===== src/rtl/xxcb_pkg.sv =====
// Shared constants, codes and handshake types of the XON/XOFF console buffer.
package xxcb_pkg;

   localparam int RX_DEPTH_DEF = 64;
   localparam int TX_DEPTH_DEF = 32;
   localparam int CHUNK_DEF    = 16;

   localparam int FUNC_W     = 3;
   localparam int DATA_W     = 8;
   localparam int KIND_W     = 3;
   localparam int RX_COUNT_W = 7;
   localparam int CSR_ADDR_W = 3;
   localparam int CSR_DATA_W = 32;

   localparam logic [DATA_W-1:0] NEWLINE = 8'h0A;

   typedef enum logic [FUNC_W-1:0] {
      FUNC_PUSH  = 3'd0,
      FUNC_READ  = 3'd1,
      FUNC_PEEK  = 3'd2,
      FUNC_WRITE = 3'd3,
      FUNC_FLUSH = 3'd4,
      FUNC_QUERY = 3'd5
   } func_type;

   typedef enum logic [KIND_W-1:0] {
      KIND_STATUS = 3'd0,
      KIND_BYTE   = 3'd1,
      KIND_XON    = 3'd2,
      KIND_XOFF   = 3'd3,
      KIND_TX     = 3'd4
   } kind_type;

   typedef enum logic [2:0] {
      ST_IDLE,
      ST_EXEC,
      ST_EXTRA,
      ST_TX_LOAD,
      ST_TX_SEND
   } state_type;

   typedef struct packed {
      logic capture;
      logic exec;
      logic extra;
      logic tx_load;
      logic tx_send;
   } ctrl_cmd_type;

   typedef struct packed {
      logic tx_go;
      logic extra_go;
      logic tx_last;
   } dp_sts_type;

endpackage


===== src/rtl/xxcb_ctrl.sv =====
// Controller state machine that sequences one transaction through the datapath.
module xxcb_ctrl
   import xxcb_pkg::*;
(
   input  logic         clock,
   input  logic         reset,
   input  logic         start,
   output logic         busy,
   input  dp_sts_type   sts,
   output ctrl_cmd_type cmd
);

   state_type state_ff, state_in;

   always_ff @(posedge clock) begin
      if (reset) begin
         state_ff <= ST_IDLE;
      end else begin
         state_ff <= state_in;
      end
   end

   always_comb begin
      state_in = state_ff;
      cmd      = '0;
      busy     = (state_ff != ST_IDLE);
      unique case (state_ff)
         ST_IDLE: begin
            if (start) begin
               cmd.capture = 1'b1;
               state_in    = ST_EXEC;
            end
         end
         ST_EXEC: begin
            cmd.exec = 1'b1;
            if (sts.tx_go) begin
               state_in = ST_TX_LOAD;
            end else if (sts.extra_go) begin
               state_in = ST_EXTRA;
            end else begin
               state_in = ST_IDLE;
            end
         end
         ST_EXTRA: begin
            cmd.extra = 1'b1;
            state_in  = ST_IDLE;
         end
         ST_TX_LOAD: begin
            cmd.tx_load = 1'b1;
            state_in    = ST_TX_SEND;
         end
         ST_TX_SEND: begin
            cmd.tx_send = 1'b1;
            if (sts.tx_last) begin
               state_in = ST_IDLE;
            end
         end
         default: begin
            state_in = ST_IDLE;
         end
      endcase
   end

endmodule


===== src/rtl/xxcb_datapath.sv =====
// Datapath: receive FIFO, transmit line buffer, flow-control flag, CSR and result registers.
module xxcb_datapath
   import xxcb_pkg::*;
#(
   parameter int RX_DEPTH = RX_DEPTH_DEF,
   parameter int TX_DEPTH = TX_DEPTH_DEF,
   parameter int CHUNK    = CHUNK_DEF
)(
   input  logic                  clock,
   input  logic                  reset,
   input  ctrl_cmd_type          cmd,
   output dp_sts_type            sts,
   input  logic [FUNC_W-1:0]     req_func,
   input  logic [DATA_W-1:0]     req_data,
   input  logic                  req_push_last,
   input  logic                  req_send_ok,
   input  logic                  cfg_wr,
   input  logic                  cfg_sel,
   input  logic [CSR_DATA_W-1:0] cfg_wdata,
   output logic [CSR_DATA_W-1:0] cfg_rdata,
   output logic                  rsp_valid,
   output logic [KIND_W-1:0]     rsp_kind,
   output logic [DATA_W-1:0]     rsp_byte_out,
   output logic                  rsp_byte_valid,
   output logic                  rsp_accepted,
   output logic [RX_COUNT_W-1:0] rsp_rx_count,
   output logic                  rsp_frame_end,
   output logic                  rsp_last
);

   localparam int RX_IDX_W  = $clog2(RX_DEPTH);
   localparam int RX_FILL_W = $clog2(RX_DEPTH + 1);
   localparam int RX_SUM_W  = RX_FILL_W + 1;
   localparam int RX_HI     = (RX_DEPTH * 3) / 4;
   localparam int RX_LO     = RX_DEPTH / 4;
   localparam int TX_IDX_W  = (TX_DEPTH > 1) ? $clog2(TX_DEPTH) : 1;
   localparam int TX_FILL_W = $clog2(TX_DEPTH + 1);
   localparam int CHK_W     = (CHUNK > 1) ? $clog2(CHUNK) : 1;

   // memories
   logic [DATA_W-1:0] rx_mem [RX_DEPTH];
   logic [DATA_W-1:0] tx_mem [TX_DEPTH];
   logic [DATA_W-1:0] rx_rd_ff;
   logic [DATA_W-1:0] tx_rd_ff;

   // captured transaction
   func_type          func_ff;
   logic [DATA_W-1:0] data_ff;
   logic              plast_ff;
   logic              ok_ff;

   // state
   logic [RX_IDX_W-1:0]  rx_head_ff, rx_head_in;
   logic [RX_FILL_W-1:0] rx_fill_ff, rx_fill_in;
   logic                 xoff_ff, xoff_in;
   logic [TX_FILL_W-1:0] tx_fill_ff, tx_fill_in;
   logic                 enabled_ff, enabled_in;
   logic [TX_FILL_W-1:0] send_cnt_ff, send_cnt_in;
   logic [TX_FILL_W-1:0] idx_ff, idx_in;
   logic [CHK_W-1:0]     chk_ff, chk_in;
   logic                 acc_ff, acc_in;
   kind_type             xkind_ff, xkind_in;

   // result registers
   logic                  rsp_valid_ff, rsp_valid_in;
   kind_type              rsp_kind_ff, rsp_kind_in;
   logic [DATA_W-1:0]     rsp_byte_ff, rsp_byte_in;
   logic                  rsp_bvalid_ff, rsp_bvalid_in;
   logic                  rsp_acc_ff, rsp_acc_in;
   logic [RX_COUNT_W-1:0] rsp_count_ff, rsp_count_in;
   logic                  rsp_fend_ff, rsp_fend_in;
   logic                  rsp_last_ff, rsp_last_in;

   logic                 rx_wr_en;
   logic [RX_IDX_W-1:0]  rx_wr_addr;
   logic [RX_SUM_W-1:0]  rx_sum;
   logic                 tx_wr_en;
   logic [TX_IDX_W-1:0]  tx_rd_addr;
   logic [TX_FILL_W-1:0] tx_new;
   logic                 tx_flush;
   logic                 tx_last;

   // tail position of the receive FIFO, wrapped with one compare and subtract
   always_comb begin
      rx_sum = RX_SUM_W'(rx_head_ff) + RX_SUM_W'(rx_fill_ff);
      if (rx_sum >= RX_SUM_W'(RX_DEPTH)) begin
         rx_sum = rx_sum - RX_SUM_W'(RX_DEPTH);
      end
      rx_wr_addr = rx_sum[RX_IDX_W-1:0];
   end

   assign tx_new  = tx_fill_ff + TX_FILL_W'(1);
   assign tx_last = ((idx_ff + TX_FILL_W'(1)) == send_cnt_ff);

   always_comb begin
      rx_head_in    = rx_head_ff;
      rx_fill_in    = rx_fill_ff;
      xoff_in       = xoff_ff;
      tx_fill_in    = tx_fill_ff;
      enabled_in    = enabled_ff;
      send_cnt_in   = send_cnt_ff;
      idx_in        = idx_ff;
      chk_in        = chk_ff;
      acc_in        = acc_ff;
      xkind_in      = xkind_ff;
      rx_wr_en      = 1'b0;
      tx_wr_en      = 1'b0;
      tx_flush      = 1'b0;
      sts           = '0;
      rsp_valid_in  = 1'b0;
      rsp_kind_in   = KIND_STATUS;
      rsp_byte_in   = '0;
      rsp_bvalid_in = 1'b0;
      rsp_acc_in    = 1'b0;
      rsp_count_in  = RX_COUNT_W'(rx_fill_ff);
      rsp_fend_in   = 1'b0;
      rsp_last_in   = 1'b1;

      if (cmd.exec) begin
         unique case (func_ff)
            FUNC_PUSH: begin
               if (rx_fill_ff != RX_FILL_W'(RX_DEPTH)) begin
                  rx_wr_en   = 1'b1;
                  rx_fill_in = rx_fill_ff + RX_FILL_W'(1);
               end
               if (plast_ff && !xoff_ff && ok_ff && (rx_fill_in > RX_FILL_W'(RX_HI))) begin
                  xoff_in      = 1'b1;
                  xkind_in     = KIND_XOFF;
                  sts.extra_go = 1'b1;
               end
            end
            FUNC_READ, FUNC_PEEK: begin
               if (rx_fill_ff != '0) begin
                  rsp_kind_in   = KIND_BYTE;
                  rsp_byte_in   = rx_rd_ff;
                  rsp_bvalid_in = 1'b1;
                  if (func_ff == FUNC_READ) begin
                     rx_head_in = (rx_head_ff == RX_IDX_W'(RX_DEPTH - 1)) ? '0 :
                                  rx_head_ff + RX_IDX_W'(1);
                     rx_fill_in = rx_fill_ff - RX_FILL_W'(1);
                     if (xoff_ff && ok_ff && (rx_fill_in < RX_FILL_W'(RX_LO))) begin
                        xoff_in      = 1'b0;
                        xkind_in     = KIND_XON;
                        sts.extra_go = 1'b1;
                     end
                  end
               end
            end
            FUNC_WRITE: begin
               if (enabled_ff) begin
                  tx_wr_en   = 1'b1;
                  rsp_acc_in = 1'b1;
                  tx_flush   = (tx_new == TX_FILL_W'(TX_DEPTH)) || (data_ff == NEWLINE);
                  if (tx_flush) begin
                     tx_fill_in = '0;
                     sts.tx_go  = ok_ff;
                  end else begin
                     tx_fill_in = tx_new;
                  end
                  send_cnt_in = tx_new;
                  acc_in      = 1'b1;
               end
            end
            FUNC_FLUSH: begin
               if (enabled_ff) begin
                  tx_fill_in  = '0;
                  sts.tx_go   = ok_ff && (tx_fill_ff != '0);
                  send_cnt_in = tx_fill_ff;
                  acc_in      = 1'b0;
               end
            end
            default: begin
            end
         endcase
         rsp_valid_in = !sts.tx_go;
         rsp_last_in  = !sts.extra_go;
         rsp_count_in = RX_COUNT_W'(rx_fill_in);
      end

      if (cmd.extra) begin
         rsp_valid_in = 1'b1;
         rsp_kind_in  = xkind_ff;
      end

      if (cmd.tx_load) begin
         idx_in = '0;
         chk_in = '0;
      end

      if (cmd.tx_send) begin
         rsp_valid_in = 1'b1;
         rsp_kind_in  = KIND_TX;
         rsp_byte_in  = tx_rd_ff;
         rsp_acc_in   = acc_ff;
         rsp_fend_in  = (chk_ff == CHK_W'(CHUNK - 1)) || tx_last;
         rsp_last_in  = tx_last;
         sts.tx_last  = tx_last;
         idx_in       = idx_ff + TX_FILL_W'(1);
         chk_in       = (chk_ff == CHK_W'(CHUNK - 1)) ? '0 : chk_ff + CHK_W'(1);
      end

      // starting the console empties both buffers and lifts XOFF
      if (cfg_wr && cfg_sel) begin
         enabled_in = cfg_wdata[0];
         if (cfg_wdata[0]) begin
            rx_head_in = '0;
            rx_fill_in = '0;
            xoff_in    = 1'b0;
            tx_fill_in = '0;
         end
      end
   end

   // fetch the byte that the next send cycle shows
   assign tx_rd_addr = (idx_in >= TX_FILL_W'(TX_DEPTH)) ? '0 : idx_in[TX_IDX_W-1:0];

   always_ff @(posedge clock) begin
      if (rx_wr_en) begin
         rx_mem[rx_wr_addr] <= data_ff;
      end
      rx_rd_ff <= rx_mem[rx_head_ff];
   end

   always_ff @(posedge clock) begin
      if (tx_wr_en) begin
         tx_mem[tx_fill_ff[TX_IDX_W-1:0]] <= data_ff;
      end
      tx_rd_ff <= tx_mem[tx_rd_addr];
   end

   always_ff @(posedge clock) begin
      if (cmd.capture) begin
         func_ff  <= func_type'(req_func);
         data_ff  <= req_data;
         plast_ff <= req_push_last;
         ok_ff    <= req_send_ok;
      end
      send_cnt_ff   <= send_cnt_in;
      idx_ff        <= idx_in;
      chk_ff        <= chk_in;
      acc_ff        <= acc_in;
      xkind_ff      <= xkind_in;
      rsp_kind_ff   <= rsp_kind_in;
      rsp_byte_ff   <= rsp_byte_in;
      rsp_bvalid_ff <= rsp_bvalid_in;
      rsp_acc_ff    <= rsp_acc_in;
      rsp_count_ff  <= rsp_count_in;
      rsp_fend_ff   <= rsp_fend_in;
      rsp_last_ff   <= rsp_last_in;
   end

   always_ff @(posedge clock) begin
      if (reset) begin
         rx_head_ff   <= '0;
         rx_fill_ff   <= '0;
         xoff_ff      <= 1'b0;
         tx_fill_ff   <= '0;
         enabled_ff   <= 1'b0;
         rsp_valid_ff <= 1'b0;
      end else begin
         rx_head_ff   <= rx_head_in;
         rx_fill_ff   <= rx_fill_in;
         xoff_ff      <= xoff_in;
         tx_fill_ff   <= tx_fill_in;
         enabled_ff   <= enabled_in;
         rsp_valid_ff <= rsp_valid_in;
      end
   end

   assign cfg_rdata      = cfg_sel ? {{(CSR_DATA_W-1){1'b0}}, enabled_ff} : '0;
   assign rsp_valid      = rsp_valid_ff;
   assign rsp_kind       = rsp_kind_ff;
   assign rsp_byte_out   = rsp_byte_ff;
   assign rsp_byte_valid = rsp_bvalid_ff;
   assign rsp_accepted   = rsp_acc_ff;
   assign rsp_rx_count   = rsp_count_ff;
   assign rsp_frame_end  = rsp_fend_ff;
   assign rsp_last       = rsp_last_ff;

endmodule


===== src/rtl/xxcb_top_note.sv =====
// Bus decode for the single control register of the console buffer.
module xxcb_csr
   import xxcb_pkg::*;
(
   input  logic                  psel,
   input  logic                  penable,
   input  logic                  pwrite,
   input  logic [CSR_ADDR_W-1:0] paddr,
   output logic                  pready,
   output logic                  cfg_wr,
   output logic                  cfg_sel
);

   // register 0 occupies the lower half of the addresses; the upper half reads as zero
   assign pready  = 1'b1;
   assign cfg_sel = !paddr[CSR_ADDR_W-1];
   assign cfg_wr  = psel && penable && pwrite;

endmodule


===== src/rtl/xon_xoff_console_buffer.sv =====
// A result is registered as its transaction leaves the execute state, or each send state
// for transmit bytes, and stays for one cycle. A transaction passes the idle and execute
// states, then the extra state when an XON or XOFF follows, or the load state and one send
// state per byte of a flush, the controller stepping one transmit byte per cycle through the
// registered line-buffer read. The next transaction is taken while the last result is shown;
// the receiver cannot stall. Synchronous reset disables the console and empties both buffers.
module xon_xoff_console_buffer
   import xxcb_pkg::*;
#(
   parameter int RX_DEPTH = RX_DEPTH_DEF,
   parameter int TX_DEPTH = TX_DEPTH_DEF,
   parameter int CHUNK    = CHUNK_DEF
)(
   input  logic                  clock,
   input  logic                  reset,
   input  logic                  start,
   output logic                  busy,
   input  logic [FUNC_W-1:0]     req_func,
   input  logic [DATA_W-1:0]     req_data,
   input  logic                  req_push_last,
   input  logic                  req_send_ok,
   output logic                  rsp_valid,
   output logic [KIND_W-1:0]     rsp_kind,
   output logic [DATA_W-1:0]     rsp_byte_out,
   output logic                  rsp_byte_valid,
   output logic                  rsp_accepted,
   output logic [RX_COUNT_W-1:0] rsp_rx_count,
   output logic                  rsp_frame_end,
   output logic                  rsp_last,
   input  logic                  psel,
   input  logic                  penable,
   input  logic                  pwrite,
   input  logic [CSR_ADDR_W-1:0] paddr,
   input  logic [CSR_DATA_W-1:0] pwdata,
   output logic [CSR_DATA_W-1:0] prdata,
   output logic                  pready
);

   ctrl_cmd_type cmd;
   dp_sts_type   sts;
   logic         cfg_wr;
   logic         cfg_sel;

   xxcb_csr u_csr (
      .psel    (psel),
      .penable (penable),
      .pwrite  (pwrite),
      .paddr   (paddr),
      .pready  (pready),
      .cfg_wr  (cfg_wr),
      .cfg_sel (cfg_sel)
   );

   xxcb_ctrl u_ctrl (
      .clock (clock),
      .reset (reset),
      .start (start),
      .busy  (busy),
      .sts   (sts),
      .cmd   (cmd)
   );

   xxcb_datapath #(
      .RX_DEPTH (RX_DEPTH),
      .TX_DEPTH (TX_DEPTH),
      .CHUNK    (CHUNK)
   ) u_datapath (
      .clock          (clock),
      .reset          (reset),
      .cmd            (cmd),
      .sts            (sts),
      .req_func       (req_func),
      .req_data       (req_data),
      .req_push_last  (req_push_last),
      .req_send_ok    (req_send_ok),
      .cfg_wr         (cfg_wr),
      .cfg_sel        (cfg_sel),
      .cfg_wdata      (pwdata),
      .cfg_rdata      (prdata),
      .rsp_valid      (rsp_valid),
      .rsp_kind       (rsp_kind),
      .rsp_byte_out   (rsp_byte_out),
      .rsp_byte_valid (rsp_byte_valid),
      .rsp_accepted   (rsp_accepted),
      .rsp_rx_count   (rsp_rx_count),
      .rsp_frame_end  (rsp_frame_end),
      .rsp_last       (rsp_last)
   );

endmodule


===== config.mk =====
export PLATFORM = sky130hd
export DESIGN_NAME = xon_xoff_console_buffer
export DESIGN_NICKNAME = d
export VERILOG_FILES = /design/src/rtl/xxcb_pkg.sv /design/src/rtl/xxcb_ctrl.sv /design/src/rtl/xxcb_datapath.sv /design/src/rtl/xxcb_top_note.sv /design/src/rtl/xon_xoff_console_buffer.sv
export SDC_FILE = /design/constraint.sdc
export NUM_CORES = 1
export LEC_CHECK = 0
export ABC_AREA = 0
export BUFFER_PORTS_ARGS = -buffer_cell sky130_fd_sc_hd__buf_2
export CORE_UTILIZATION = 35
export CTS_BUF_LIST = sky130_fd_sc_hd__clkbuf_8
export DETAILED_ROUTE_END_ITERATION = 8
export PLACE_DENSITY_LB_ADDON = 0.1
export SLEW_MARGIN = 10
export SYNTH_ARGS = -nofsm -noshare
export SYNTH_HDL_FRONTEND = slang
export SYNTH_HIERARCHICAL = 1
export SYNTH_SLANG_ARGS = --single-unit

===== constraint.sdc =====
create_clock -name clock -period 8 [get_ports clock]
set_input_delay 0 -clock clock [delete_from_list [all_inputs] [get_ports clock]]
set_output_delay 0 -clock clock [all_outputs]
set_load 0.05 [all_outputs]

Word-level counts from Yosys, hierarchy flattened
Memories as Yosys holds them, arrays and structs flattened. A register that Yosys moved wholly into a read port is not among the register bits.
Index checks and enable logic that the tools add are counted.

operators by class
  order comparisons = 4
  equality and inequality tests = 22
  shifts and indexed selects = 0
  add/subtract/negate cells = 8
  reduce and logical (&&, ||, !) cells = 28
  $mul = 0
  mux-type cells = 99
  bitwise gates (word level) = 0
  div/mod/pow operators = 0

operators by type and width
  cell                                                               number
  two-way mux 6 bit                                                  18
  two-way mux 7 bit                                                  8
  two-way mux 1 bit                                                  44
  two-way mux 8 bit                                                  4
  two-way mux 3 bit                                                  9
  one-hot mux 6 bit (2 select lines)                                 2
  adder 6 x 1 -> 6 bit, second input constant                        3
  one-hot mux 7 bit (2 select lines)                                 1
  equality test 3 x 2 -> 1 bit, second input constant                4
  equality test 6 bit, second input constant                         2
  two-way mux 4 bit                                                  3
  inequality test 2 x 1 -> 1 bit, second input constant              6
  one-hot mux 3 bit (4 select lines)                                 1
  logical AND 1 bit                                                  9
  adder 6 x 7 -> 8 bit                                               1
  equality test 8 x 4 -> 1 bit, second input constant                1
  greater-or-equal comparator 8 x 7 -> 1 bit, second input constant  1
  one-hot mux 1 bit (2 select lines)                                 4
  adder 7 x 1 -> 7 bit, second input constant                        1
  greater-than comparator 7 x 6 -> 1 bit, second input constant      1
  < comparator 7 x 5 -> 1 bit, second input constant                 1
  inequality test 7 bit, second input constant                       1
  nonzero test 7 bit                                                 1
  subtractor 7 x 1 -> 7 bit, second input constant                   1
  21 further kinds                                                   34

word-level totals
  ROM bits = 0
  output and inout port bits = 57
  memories kept = 2
  register bits after elaboration = 80
  bits in latches = 0
  word-level logic and storage cells = 186
  memory bits (writable) = 768
  input port bits = 54

memories
  memory             words  bits a word  rd ports  clocked after memory_dff  wr ports  RTL line             text
  u_datapath.rx_mem  64     8            1         1                         1         xxcb_datapath.sv:41  logic [DATA_W-1:0] rx_mem [RX_DEPTH];
  u_datapath.tx_mem  32     8            1         1                         1         xxcb_datapath.sv:42  logic [DATA_W-1:0] tx_mem [TX_DEPTH];

Depth between registers and ports, before layout
  depth in word-level cells = 13
  gate-level depth with buffers = 12
  mapped depth without buffers = 10

Modules after synthesis
Netlist, hierarchy kept.

modules (own cells, without submodules)
  module         times used  area each (µm²)  sequential area each (µm²)  cells each
  xxcb_datapath  1           35607.9          25134.1                     2148
  xxcb_ctrl      1           161.4            60.1                        17
  xxcb_csr       1           21.3             0.0                         4

Least setup slack after synthesis
OpenSTA, ideal clock, no wires.

  path kind = flip-flop to flip-flop
  start = reg u_datapath.data_ff[3]
  end = reg u_ctrl.state_ff[0]
  setup time = 0.092 ns
  required time = 7.908 ns
  buffers on the path = 0
  path slack = 5.271 ns
  period minus slack after synthesis = 2.729 ns
  cell stages (with the launch flop) = 8
  data arrival time = 2.637 ns
  cells stage by stage = edfxtp_1 > nor4bb_1 > nand2_1 > o31ai_1 > a31oi_1 > nor3b_1 > mux2i_1 > nor4_1

RTL lines
  element                 RTL line              text
  start, declared         xxcb_datapath.sv:48   logic [DATA_W-1:0] data_ff;
  start signal, assigned  xxcb_datapath.sv:234  data_ff <= req_data;
  end signal, assigned    xxcb_ctrl.sv:19       state_ff <= state_in;
  end, declared           xxcb_ctrl.sv:13       state_type state_ff, state_in;

Final worst setup path
  start = reg u_datapath.idx_ff[0]
  end = reg u_datapath.tx_rd_ff[6] (read register of u_datapath.tx_mem)

between the ends
  word-level cells in the longest chain between the ends = 4

ends and longest elaborated chain
  element                                                    RTL line                                    text
  start, declared                                            xxcb_datapath.sv:59                         logic [TX_FILL_W-1:0] idx_ff, idx_in;
  start signal, assigned                                     xxcb_datapath.sv:239                        idx_ff <= idx_in;
  adder 6 x 1 -> 6 bit or two-way mux 6 bit (tied branches)  xxcb_datapath.sv:198, xxcb_datapath.sv:185
  two-way mux 6 bit (*)                                      xxcb_datapath.sv:190                        if (cmd.tx_send) begin
  greater-or-equal comparator 6 bit                          xxcb_datapath.sv:215                        assign tx_rd_addr = (idx_in >= TX_FILL_W'(TX_DEPTH)) ? '0 : idx_in[TX_IDX_W-1:0];
  two-way mux 5 bit (*)                                      xxcb_datapath.sv:215
  end, declared                                              xxcb_datapath.sv:44                         logic [DATA_W-1:0] tx_rd_ff;

Every way passes the cells marked *; elsewhere a longest branch is shown, timed or not.
A chain may end at the register's enable or synchronous reset.

==> report_table.html <==
<table>
<tr><th>Metric</th><th>Value</th></tr>
<tr><th colspan="2">Setup path</th></tr>
<tr><td>Critical path endpoint category</td><td>register</td></tr>
<tr><td>CP Max Fanout</td><td>between 70 and 80</td></tr>
<tr><td>Most common cell type on the critical path</td><td>sky130_fd_sc_hd__buf_4</td></tr>
<tr><td>WS Path Type</td><td>reg2reg</td></tr>
<tr><td>Delay of the slowest cell on the worst path</td><td>800 ps</td></tr>
<tr><td>Setup crit start kind</td><td>register</td></tr>
<tr><td>Worst endpoint data arrival time</td><td>5440 ps</td></tr>
<tr><td>Slowest cell on the critical path</td><td>sky130_fd_sc_hd__nor2_2</td></tr>
<tr><td>Data required time at the worst endpoint</td><td>8650 ps</td></tr>
<tr><td>List of cells traversed by the critical path</td><td>buf_4 &gt; ha_1 &gt; buf_4 &gt; mux2i_2 &gt; mux2i_4 &gt; inv_2 &gt; nand3_2 &gt; nor2_2 &gt; a221oi_1 &gt; a22oi_1 &gt; mux2i_1</td></tr>
<tr><td>Register-to-Register Setup Slack</td><td>3220 ps</td></tr>
<tr><th colspan="2">Floorplanning</th></tr>
<tr><td>Die extent in x</td><td>322 um</td></tr>
<tr><td>Area of the placeable core</td><td>0.101 mm^2</td></tr>
<tr><td>Ports</td><td>111</td></tr>
<tr><td>Total number of placement rows</td><td>116</td></tr>
<tr><td>Die H</td><td>322 um</td></tr>
<tr><td>Starting density of the core</td><td>a little over a third</td></tr>
<tr><td>Die Area</td><td>0.104 mm^2</td></tr>
<tr><th colspan="2">Job</th></tr>
<tr><td>Number of max-capacitance violations reported</td><td>0</td></tr>
<tr><th colspan="2">Finish</th></tr>
<tr><td>Register cell area after layout</td><td>0.0252 mm^2</td></tr>
<tr><td>Multi-input logic area</td><td>0.00977 mm^2</td></tr>
<tr><td>Area delta synth-&gt;final</td><td>12.6%</td></tr>
<tr><td>Fill cell count</td><td>9336</td></tr>
<tr><td>Fraction of layout cells with a size suffix above 1</td><td>19.8%</td></tr>
<tr><td>Layout net count</td><td>roughly 2400</td></tr>
<tr><th colspan="2">Power</th></tr>
<tr><td>Peak ir drop on the vdd network</td><td>0.000132 V</td></tr>
<tr><td>Standby leakage power</td><td>12.5 nW</td></tr>
<tr><td>Switching part of the total</td><td>between 20% and 30%</td></tr>
<tr><td>Gate power share</td><td>2.6%</td></tr>
<tr><td>Power Density</td><td>218 mW/mm^2</td></tr>
<tr><td>Power, Total</td><td>8.80 mW</td></tr>
<tr><td>Clock power share</td><td>between 40% and 50%</td></tr>
<tr><td>Internal power</td><td>6.82 mW</td></tr>
<tr><td>Reg power frac</td><td>~56%</td></tr>
<tr><td>Switch Pwr</td><td>1.97 mW</td></tr>
<tr><th colspan="2">STA</th></tr>
<tr><td>Sum Neg Setup Slack</td><td>0 ps</td></tr>
<tr><td>Fmax</td><td>209 MHz</td></tr>
<tr><td>Largest clock skew in the final design</td><td>about 36 ps</td></tr>
<tr><td>Shortest clock period the worst path allows after layout</td><td>4780 ps</td></tr>
<tr><td>Number of pins exceeding their max-slew limit in the final report</td><td>0</td></tr>
<tr><td>Min setup slack post-route</td><td>3220 ps</td></tr>
<tr><td>Final count of hold timing violations</td><td>0</td></tr>
<tr><td>Unrepaired setup endpoints after global routing</td><td>no</td></tr>
<tr><td>Final-layout worst hold slack</td><td>112 ps</td></tr>
<tr><td>Crit share post-route</td><td>59.8%</td></tr>
<tr><td>Number of endpoints failing setup at the final stage</td><td>0</td></tr>
<tr><td>Worst Max-Slew Pin Slew</td><td>1090 ps</td></tr>
<tr><td>Slew HR</td><td>27.2%</td></tr>
<tr><th colspan="2">Clock network</th></tr>
<tr><td>Worst skew pair latency</td><td>800 ps</td></tr>
<tr><td>Maximum clock path buffer count</td><td>3</td></tr>
<tr><td>Hold bufs inserted after CTS</td><td>35</td></tr>
<tr><td>Number of setup buffers added after CTS</td><td>0</td></tr>
<tr><td>CTS Sinks</td><td>~860</td></tr>
<tr><td>Number of cells upsized or downsized after cts</td><td>0</td></tr>
<tr><td>H-tree depth</td><td>4</td></tr>
<tr><td>Clock transition at path regs</td><td>about 60 ps</td></tr>
<tr><td>Clock buffer count from CTS</td><td>between 100 and 150</td></tr>
<tr><td>Clock root buffer</td><td>sky130_fd_sc_hd__clkbuf_8</td></tr>
<tr><td>TritonCTS clock tree</td><td>done</td></tr>
<tr><th colspan="2">Yosys</th></tr>
<tr><td>Combinational family with the most area after synthesis</td><td>multiplexers</td></tr>
<tr><td>Gate Count Post-Synth</td><td>2169</td></tr>
<tr><td>Area of the mapped netlist</td><td>0.0358 mm^2</td></tr>
<tr><td>Post-Synth Simple-Gate Area</td><td>5.98%</td></tr>
<tr><td>Number of distinct library cells after synthesis</td><td>84</td></tr>
<tr><td>Multiplexer share of the synthesized area</td><td>12.6%</td></tr>
<tr><td>Adder-Cell Fraction of Synth Area</td><td>0.608%</td></tr>
<tr><td>Syn Area/Cell</td><td>16.5 um^2</td></tr>
<tr><td>Syn. warnings</td><td>6</td></tr>
<tr><td>Ys async rst share</td><td>0%</td></tr>
<tr><td>Register area share after synthesis</td><td>70.4%</td></tr>
<tr><td>Complex-gate fraction of the synthesized area</td><td>6.98%</td></tr>
<tr><td>Number of enable flip-flop cells after synthesis</td><td>roughly 800</td></tr>
<tr><td>Xor-xnor portion of the synthesized cell area</td><td>0.808%</td></tr>
<tr><td>Most common flop cell mapped by yosys</td><td>sky130_fd_sc_hd__edfxtp_1</td></tr>
<tr><td>Yosys reg bits</td><td>862</td></tr>
<tr><th colspan="2">Place</th></tr>
<tr><td>Half-perimeter wire length after detailed placement</td><td>56700 um</td></tr>
<tr><td>Final weighted congestion in routability-driven placement</td><td>0.800</td></tr>
<tr><td>Total of buffers placed on input and output ports</td><td>45</td></tr>
<tr><td>Worst slack after detailed placement</td><td>3180 ps</td></tr>
<tr><th colspan="2">Routing</th></tr>
<tr><td>Number of search-and-repair iterations in the first detailed-routing pass</td><td>5</td></tr>
<tr><td>Number of vias after detailed routing</td><td>20100</td></tr>
<tr><td>Wire length after detailed routing</td><td>95300 um</td></tr>
<tr><td>Top layer in use</td><td>met4</td></tr>
<tr><td>Post-DR vias/cell</td><td>5.33</td></tr>
<tr><td>Initial drt markers</td><td>1740</td></tr>
<tr><td>Post-detailed-route wirelength per cell</td><td>between 20 and 30 um</td></tr>
<tr><td>Post-route met1 wirelength</td><td>roughly 42000 um</td></tr>
<tr><td>DRC violation count after routing</td><td>0</td></tr>
<tr><td>Met3 wire length</td><td>3870 um</td></tr>
<tr><td>Met2 WL post-DR</td><td>47800 um</td></tr>
<tr><td>Final antenna-violating net count</td><td>0</td></tr>
<tr><th colspan="2">Worst hold path</th></tr>
<tr><td>Min-delay worst type</td><td>in2reg</td></tr>
<tr><th colspan="2">Global routing</th></tr>
<tr><td>Number of global-route vias before repair</td><td>about 20000</td></tr>
<tr><td>Initial antenna violation count</td><td>1</td></tr>
<tr><td>Pin count of the biggest net entering global routing</td><td>79</td></tr>
<tr><td>GRT Overall Usage</td><td>18.7%</td></tr>
<tr><td>Global route total overflow</td><td>0</td></tr>
<tr><td>First-pass GRT wire length</td><td>140000 um</td></tr>
<tr><th colspan="2">Status</th></tr>
<tr><td>Outcome</td><td>complete, no violations</td></tr>
</table>
## registers in the layout (all words and copies together), names as in the netlist, 7 cells and up
register,cells
u_datapath/rx_mem,512
u_datapath/data_ff,8
u_datapath/rsp_byte_out,8
u_datapath/rx_rd_ff,8
u_datapath/tx_mem,256
u_datapath/rsp_rx_count,7
u_datapath/rx_fill_ff,7
u_datapath/tx_rd_ff,8
## cell usage after synthesis, types with 8 or more instances
cell	number	area (um^2)
sky130_fd_sc_hd__dfxtp_1	69	1380
sky130_fd_sc_hd__or3_1	9	56.3
sky130_fd_sc_hd__o221ai_1	39	342
sky130_fd_sc_hd__o2bb2ai_1	8	70.1
sky130_fd_sc_hd__buf_1	11	41.3
sky130_fd_sc_hd__nand3_1	51	255
sky130_fd_sc_hd__buf_4	35	263
sky130_fd_sc_hd__buf_6	8	90.1
sky130_fd_sc_hd__o211ai_1	12	90.1
sky130_fd_sc_hd__mux2_2	8	90.1
sky130_fd_sc_hd__edfxtp_1	793	23800
sky130_fd_sc_hd__nor2_1	148	556
sky130_fd_sc_hd__ha_1	15	188
sky130_fd_sc_hd__xnor2_1	24	210
sky130_fd_sc_hd__and2_1	14	87.6
sky130_fd_sc_hd__nand4_1	14	87.6
sky130_fd_sc_hd__inv_1	28	105
sky130_fd_sc_hd__nand2_1	129	484
sky130_fd_sc_hd__buf_2	25	125
sky130_fd_sc_hd__mux2_1	15	169
sky130_fd_sc_hd__a32oi_1	16	140
sky130_fd_sc_hd__nand3b_1	10	75.1
sky130_fd_sc_hd__clkbuf_1	84	315
sky130_fd_sc_hd__a21oi_1	50	250
sky130_fd_sc_hd__xor2_1	9	78.8
sky130_fd_sc_hd__a221oi_1	9	78.8
sky130_fd_sc_hd__o21ai_0	103	515
sky130_fd_sc_hd__and3_1	9	56.3
sky130_fd_sc_hd__o21ai_1	12	60.1
sky130_fd_sc_hd__nor3b_1	19	143
sky130_fd_sc_hd__a31oi_1	28	175
sky130_fd_sc_hd__mux4_2	169	3810
sky130_fd_sc_hd__mux2i_1	39	390
sky130_fd_sc_hd__nand2b_1	11	68.8
sky130_fd_sc_hd__o22ai_1	42	263
## per-stage QoR
stage               std cells  area, um^2  utilization, %
floorplan                2199       35900               -
global placement         3471       37300            37.0
detailed placement       3471       37300            37.0
CTS                      3766       40300            40.0
global route             3767       40300            40.0
finish                   3769       40300            40.0
## worst max-delay path: cells and delay by family (launching register included)
family	cells	cell delay, ps
adders and majority gates	1	320
and+or+nand+nor	2	1280
DFF	1	300
AOI/OAI and AO/OA	2	630
buffers and inverters	3	1100
muxes	3	980
## kinds of logic after synthesis
kind of cell / after synthesis
other: 2
and+or+nand+nor: 452
xor gates and xnor gates: 33
DFF: 862
AOI/OAI and AO/OA: 376
muxes: 233
adders and majority gates: 17
buffers and inverters: 194
## layout make-up
type,count,area share (%)
Clock buffer,159,5.43
Tap cell,1357,4.21
Multi-Input combinational cell,1143,24.3
Sequential cell,862,62.6
Antenna cell,3,0.0186
Inverter,31,0.289
Timing Repair Buffer,113,2.04
Clock inverter,101,1.17
## cells in the final DEF (no fill, tap or decap), drive strengths merged, types with 23 or more instances in the layout
cell	Yosys	final
nor2	151	151
inv	31	98
o22ai	42	42
conb	2	32
nand3	52	52
buf	79	78
edfxtp	793	793
clkinv	0	29
a21oi	53	53
mux2i	41	41
mux2	23	23
o21ai	115	115
o221ai	39	39
a31oi	28	28
dfxtp	69	69
dlygate4sd3	0	35
mux4	169	169
nand2	129	129
xnor2	24	24
clkbuf	84	159
## final timing paths
check,from,to,cells after the start
hold / removal,reset,u_ctrl/state_ff[2]$_SDFFE_PP0P_,3
setup reg to reg,u_datapath/idx_ff[0]$_DFF_P_,u_datapath/tx_rd_ff[6]$_DFF_P_,11
setup / recovery,u_datapath/idx_ff[0]$_DFF_P_,u_datapath/tx_rd_ff[6]$_DFF_P_,11
hold reg to reg,u_datapath/tx_rd_ff[4]$_DFF_P_,u_datapath/rsp_byte_out[4]$_DFF_P_,2
## metal layers
layer / up-vias / global-route usage [%]
li1: 8926 / -
met3: 140 / 3.26
met5: - / 0
met2: 498 / 31.2
met1: 10500 / 24.7
met4: 0 / 5.77
## power groups by stage
stage / combinational [mW] / clock, mW / sequential [mW]
5_1_grt: 0.244 / 3.95 / 4.95
3_3_place_gp: 0.211 / 0 / 5.04
2_1_floorplan: 0.115 / 0 / 5.07
6_report: 0.226 / 3.62 / 4.95
3_5_place_dp: 0.216 / 0 / 5.04
4_1_cts: 0.229 / 3.76 / 4.95
No activity file was read; power rests on OpenSTA's default activity.
